File: config.mk
export PLATFORM = sky130hd
export DESIGN_NAME = mrf_ctrl
export DESIGN_NICKNAME = d
export VERILOG_FILES = /design/src/hdl/assert_macros.svh /design/src/hdl/mrf_pkg.sv /design/src/hdl/mrf_ctrl.sv
export SDC_FILE = /design/constraint.sdc
export NUM_CORES = 1
export LEC_CHECK = 0
export BUFFER_PORTS_ARGS = -buffer_cell sky130_fd_sc_hd__buf_2
export CELL_PAD_IN_SITES_DETAIL_PLACEMENT = 0
export CELL_PAD_IN_SITES_GLOBAL_PLACEMENT = 1
export CORE_AREA = 5 5 42 44
export DETAILED_ROUTE_END_ITERATION = 8
export DIE_AREA = 0 0 47 49
export PLACE_DENSITY_LB_ADDON = 0.1
export SYNTH_ARGS = -nofsm -noshare
export SYNTH_HDL_FRONTEND = slang
export SYNTH_SLANG_ARGS = --single-unit
File: constraint.sdc
create_clock -name clock -period 1.25 [get_ports clock]
set_input_delay 0 -clock clock [delete_from_list [all_inputs] [get_ports clock]]
set_output_delay 0 -clock clock [all_outputs]
set_load 0.1 [all_outputs]
File: src/hdl/assert_macros.svh
// Assertion macros for the modules that check their own behavior.
`ifndef ASSERT_MACROS_SVH
`define ASSERT_MACROS_SVH
`ifndef NO_ASSERTIONS
`define ASSERT_IMPLIES(label, clk, rst, ante, cons) \
   label: assert property (@(posedge clk) disable iff (rst) (ante) |-> (cons)) \
      else $error("assertion failed");
`define ASSERT_NEXT(label, clk, rst, ante, cons) \
   label: assert property (@(posedge clk) disable iff (rst) (ante) |=> (cons)) \
      else $error("assertion failed");
`else
`define ASSERT_IMPLIES(label, clk, rst, ante, cons)
`define ASSERT_NEXT(label, clk, rst, ante, cons)
`endif
`endif

File: src/hdl/mrf_pkg.sv
// Shared types and codes of the message ring FIFO.
`timescale 1ns / 1ps
package mrf_pkg;

   localparam int FUNC_W      = 2;
   localparam int STATUS_W    = 3;
   localparam int BYTE_W      = 8;
   localparam int LEN_W       = 7;
   localparam int COUNT_OUT_W = 5;

   localparam logic [FUNC_W-1:0] FUNC_POST  = 2'd0;
   localparam logic [FUNC_W-1:0] FUNC_PEND  = 2'd1;
   localparam logic [FUNC_W-1:0] FUNC_CLEAR = 2'd2;

   localparam logic [STATUS_W-1:0] STAT_OK         = 3'd0;
   localparam logic [STATUS_W-1:0] STAT_BYTE_TAKEN = 3'd1;
   localparam logic [STATUS_W-1:0] STAT_FULL       = 3'd2;
   localparam logic [STATUS_W-1:0] STAT_TOO_LONG   = 3'd3;
   localparam logic [STATUS_W-1:0] STAT_EMPTY      = 3'd4;
   localparam logic [STATUS_W-1:0] STAT_CLEARED    = 3'd5;

   // Commands from the controller to the datapath.
   typedef struct packed {
      logic post;        // store one posted byte and answer it
      logic pend_empty;  // answer a pend on an empty queue
      logic pend_start;  // pop the head slot and fetch its first byte
      logic pend_emit;   // deliver the fetched byte, fetch the next one
      logic clear;       // drop everything
   } cmd_type;

   // Status from the datapath to the controller.
   typedef struct packed {
      logic out_free;    // output register can take a word this cycle
      logic count_zero;  // no message held
      logic pend_last;   // fetched byte is the final one of the message
   } stat_type;

endpackage

File: src/hdl/mrf_ctrl.sv
// Controller of the message ring FIFO: input handshake and pend sequencing.
`timescale 1ns / 1ps
module mrf_ctrl import mrf_pkg::*; (
   input  logic              clock,
   input  logic              reset,
   input  logic              req_valid,
   input  logic [FUNC_W-1:0] req_func,
   output logic              req_stall,
   input  stat_type          stat,
   output cmd_type           cmd
);

   typedef enum logic [1:0] {
      ST_IDLE   = 2'b01,
      ST_STREAM = 2'b10
   } state_type;

   state_type state_ff, state_in;
   logic      accept;

   // Items are taken only between pends and only with room at the output.
   assign req_stall = !((state_ff == ST_IDLE) && stat.out_free);
   assign accept    = req_valid && !req_stall;

   always_comb begin
      cmd      = '0;
      state_in = state_ff;
      case (state_ff)
         ST_IDLE: begin
            if (accept) begin
               case (req_func)
                  FUNC_POST:  cmd.post = 1'b1;
                  FUNC_CLEAR: cmd.clear = 1'b1;
                  FUNC_PEND: begin
                     if (stat.count_zero) begin
                        cmd.pend_empty = 1'b1;
                     end else begin
                        cmd.pend_start = 1'b1;
                        state_in       = ST_STREAM;
                     end
                  end
                  default: ;
               endcase
            end
         end
         ST_STREAM: begin
            if (stat.out_free) begin
               cmd.pend_emit = 1'b1;
               if (stat.pend_last) begin
                  state_in = ST_IDLE;
               end
            end
         end
         default: state_in = ST_IDLE;
      endcase
   end

   always_ff @(posedge clock) begin
      if (reset) begin
         state_ff <= ST_IDLE;
      end else begin
         state_ff <= state_in;
      end
   end

endmodule

# Yosys cells after proc, flatten, opt, wreduce, memory -nomap -nowiden
# Cells that the tools add are included.
totals:
  reg_bits: 2
  latchBits: 0
  ram_bits: 0
  rom_bits: 0
  in_bits: 8
  out_inout_bits: 6
  word_cells: 32
  memories: 0
classes:
  add_sub_neg: 0
  n_mul: 0
  div_mod_pow: 0
  order_cmp: 0
  n_eq_ne: 9
  shift: 0
  n_mux: 17
  bitwise_logic: 0
  reduce_logical: 5
op_table:
  columns: ["operator", "count"]
  rows:
  - ["2-bit 2-to-1 mux", 6]
  - ["1-bit 2-to-1 mux", 8]
  - ["2-bit inequality test (second input constant)", 4]
  - ["3-bit 2-to-1 mux", 2]
  - ["5-bit AND reduction", 1]
  - ["2-bit by 1-bit == test with 1-bit output (second input constant)", 2]
  - ["2-bit == test (second input constant)", 2]
  - ["2-bit case mux with 2 select lines", 1]
  - ["1-bit logical AND", 2]
  - ["2-bit logical NOT", 1]
  - ["2-bit by 1-bit inequality test with 1-bit output (second input constant)", 1]
  - ["1-bit logical NOT", 1]

# Depth between registers and ports, before layout
depth:
  word_depth: 5
  ltp_mapped: 3
  depth_no_buf: 3

# Worst setup path before layout
# OpenSTA, ideal clock, no wires.
synth_timing:
  path_type: "register -> output"
  start: "register state_ff[0]"
  end: "output port cmd[0] (netlist bit)"
  arrival_time_ps: 2742
  required_time_ps: 1250
  slack_ps: -1492
  path_stages_with_launch: 3
  n_path_buf: 0
  cell_sequence: "dfxtp_1 -> nand4b_4 -> nor3b_1"
synth_lines:
  columns: ["element", "line_no", "source"]
  rows:
  - ["from (decl)", "mrf_ctrl.sv:18", "state_type state_ff, state_in;"]
  - ["from (signal assigned)", "mrf_ctrl.sv:62", "state_ff <= state_in;"]
  - ["to (decl)", "mrf_ctrl.sv:10", "output cmd_type cmd"]

==> impl.org <==
** Clock tree
- Latest clock arrival within the worst-skew pair :: 220 ps
- TritonCTS built the clock tree.
- Number of clock buffers inserted by TritonCTS :: 3
- H-tree Lvls :: 1
- After clock tree synthesis, the clock-pin slew on the worst setup and hold paths is about 30 ps.
- Clock tree root driver cell :: clkbuf_4
- Num Clock Sinks :: 2
- Bufs on Longest Clock Path :: 2

** Timing
- Once routing completed, OpenROAD measured the worst setup slack at -41.65 ps.
- Maximum operating frequency :: 0.7742 GHz
- Unrepaired setup endpoints after global routing :: yes
- Setup violation total in the final timing report :: 3
- Between clock sinks in the finished design, the worst skew comes to between 2 and 3 ps.
- Slew at the pin closest to its max-slew limit :: about 490 ps
- Number of pins with negative max-slew slack in the final report :: 0
- Number of endpoints with negative hold slack in the final report :: 0
- Total negative setup slack :: -99.32 ps
- In the finished design, the share of the clock period the worst path needs comes to 103.3%.
- Time the final worst path needs with I/O delays and setup :: approximately 1300 ps
- Worst rel slew slack :: between 60 and 70%

** Synth
- Synthesis inferred 2 register bits.
- Post-synthesis instance area :: 157.7 µm²
- The cell count after synthesis came out at 15.
- Unique masters post-synth :: 13
- Post-Syn Area per Cell :: 10.51 µm²
- The number of nets in the synthesized netlist is 23.
- Syn. warnings :: 0
- Fraction of the yosys area taken by sequential cells :: 25.40%

** Die
- Ports placed on the boundary :: 14
- Area inside the core boundary :: about 1400 µm²
- The initialized floorplan defines 14 standard-cell rows.
- The die is about 47 µm wide.
- The floorplan step set the die height to just under 50 µm.
- The initial utilization of the core area, before any placement, comes to approximately 11%.
- Area of the die :: between 2000 and 2500 µm²

** Setup path
- Cells traversed along the worst timing path :: nand4b_4 > nor3b_4 > and2b_2 > buf_12
- Along the worst path, the maximum fanout reaches 3.
- STA classifies the critical path endpoint as a primary output.
- Category of the worst setup path launch point :: register
- On the critical path, the stage with the largest delay is an instance of dfxtp_2.
- The number of buffers and inverters on the critical path is 1.
- Type of the setup path with the least slack :: reg -> out
- Among cell families on the critical path, the largest total delay comes from simple AND/OR/NAND/NOR gates.
- On the worst path, the slowest cell contributes a delay of a little over 300 ps.
- For the worst setup path, the data required time is about 1300 ps.
- At the worst endpoint, the arrival time is ~1300 ps.

** Pwr
- Static power due to leakage :: ~0.18 nW
- Worst-case vdd ir drop :: around 0.00032 V
- Power density of the placed cells :: between 700 and 800 nW/µm²

** Placement
- Weighted congestion at the end of routability-driven global placement :: between 0.6 and 0.7
- Input and output buffers added on the ports amount to 13.
- Number of placed instances with taps included :: 45

** GRT
- The first global-routing pass estimated slightly below 800 µm of wire.
- Pin count of the biggest net entering global routing :: 5
- The number of antenna violations at the first check in global routing is 0.
- In the global route stage, overall resource usage came out at 4.856%.
- The via count of the first global-routing pass was ~210.
- Summed over all layers, the global routing overflow is 0.

** Routing
- Pre-antenna DRT Iters :: 1
- Drt initial violations :: 0
- Number of vias per cell after detailed routing :: roughly 3.8
- DRC violations left :: 0
- Routed len/inst :: about 9.5 µm
- For this block, the routed nets add up to between 400 and 500 µm of wire.
- In this run the remaining antenna-violating nets after routing total 0.
- The detailed router placed roughly 200 vias in this run.

** Finish
- Ant diodes :: 0
- Area growth from synthesis to layout :: 154.8%
- The register with the most flip-flops in the layout has 2 of them.
- Biggest register :: state_ff
- Registers with the highest flip-flop counts :: state_ff: 2 flops
- Non-filler cells, final :: between 50 and 60
- Final core utilization :: approximately 29%
- Number of fill cells in the layout :: around 160
- The net count of the finished layout is between 40 and 50.
- Share of cells above drive strength 1 :: 77.14%

** Status
- The checks that failed: setup timing.
- The flow ran to the end, but the final reports show violations.

** Worst hold path
- The min-delay analysis places its worst path in the category in -> reg.

** Job
- Max-capacitance violation count :: 0
==> power by group <==
group	switching, mW	leakage, nW	internal (mW)	total (mW)
sequential	0.000637	0.0162	0.0651	0.0657
clock	0.0341	0.0138	0.106	0.140
combinational	0.0589	0.145	0.0374	0.0963
total	0.0936	0.175	0.208	0.302
==> through the flow <==
stage                     setup slack, ps  hold WS [ps]  power, mW  area (µm²)
after floorplan                    -154.7         80.27     0.1208       185.2
after global placement              164.9         213.1     0.1593       352.8
after detailed placement            154.7         214.3     0.1594       352.8
after CTS                          -81.57         68.24     0.3157       401.6
after global routing               -101.3         105.9     0.3193       401.6
final                              -41.65         74.71     0.3018       401.6
==> layout by cell type, fill, tap and decap left out <==
cell type,instances
buf_2,8
nor3_4,1
and2_4,1
nand4b_4,1
a2bb2oi_1,1
and2b_2,1
buf_4,3
dlygate4sd3_1,1
dfxtp_2,2
clkbuf_4,3
o2bb2ai_1,1
nor2_1,1
nor3b_4,2
buf_12,5
nand3b_1,2
nand2_1,1
and3b_1,1
==> cells by family after synthesis <==
| kind of cell | share of synthesized area (%) |
|---|---|
| compound gates | 11.11 |
| simple gates | 63.49 |
| flops | 25.40 |
==> metal layers <==
metal  global-route usage [%]  part of all wire (%)  wire length [µm]  up-vias
met1                    5.044                    36               174       90
met2                    6.787                    55               265        7
met5                        0                     0                 0        -
met3                    1.476                   9.5                46        0
met4                    5.530                     0                 0        0
li1                         -                     -                 -       98
==> worst paths after layout <==
path	start	endpoint	slack [ps]	depth (start not counted)
max reg2reg	state_ff[1]	state_ff[1]	230	4
max	state_ff[1]	cmd[2]	-40	4
min	stat[1]	state_ff[1]	70	3
min reg2reg	state_ff[0]	state_ff[1]	630	2
==> repair_timing <==
action	4_1_cts	5_1_grt
hold buffers	1	0
endpoints found under the setup margin	4	4
endpoints found under the hold margin	1	0
pin swaps	3	2
resized for setup	1	0
buffers inserted	2	0
==> cell type report <==
cell class | count | area [µm²] | share of cell area, %
well taps | 16 | 20.02 | 4.984
clock buffers | 3 | 22.52 | 5.607
multi-input cells | 13 | 143.9 | 35.83
flip-flops and latches | 2 | 42.54 | 10.59
repair buffers | 17 | 172.7 | 42.99
==> synthesized netlist by cell type <==
cell type	number	area, µm²
nor3b_1	1	7.510
nor3_1	1	5.000
and2b_1	1	7.510
nor2_1	1	3.750
nor3b_4	1	18.77
a2bb2oi_1	1	8.760
nand3b_1	2	15.01
o2bb2ai_1	1	8.760
nand2_1	1	3.750
dfxtp_1	2	40.04
and3b_1	1	8.760
nand4b_4	1	23.77
and2_1	1	6.260
==> worst register-to-register path: cells and delay by family (launching register included) <==
kind	cells	cell delay, ps
simple gates	2	390
buf+inv	1	140
compound gates	1	100
flops	1	310
Note: power is estimated with default switching activity, not from simulation.
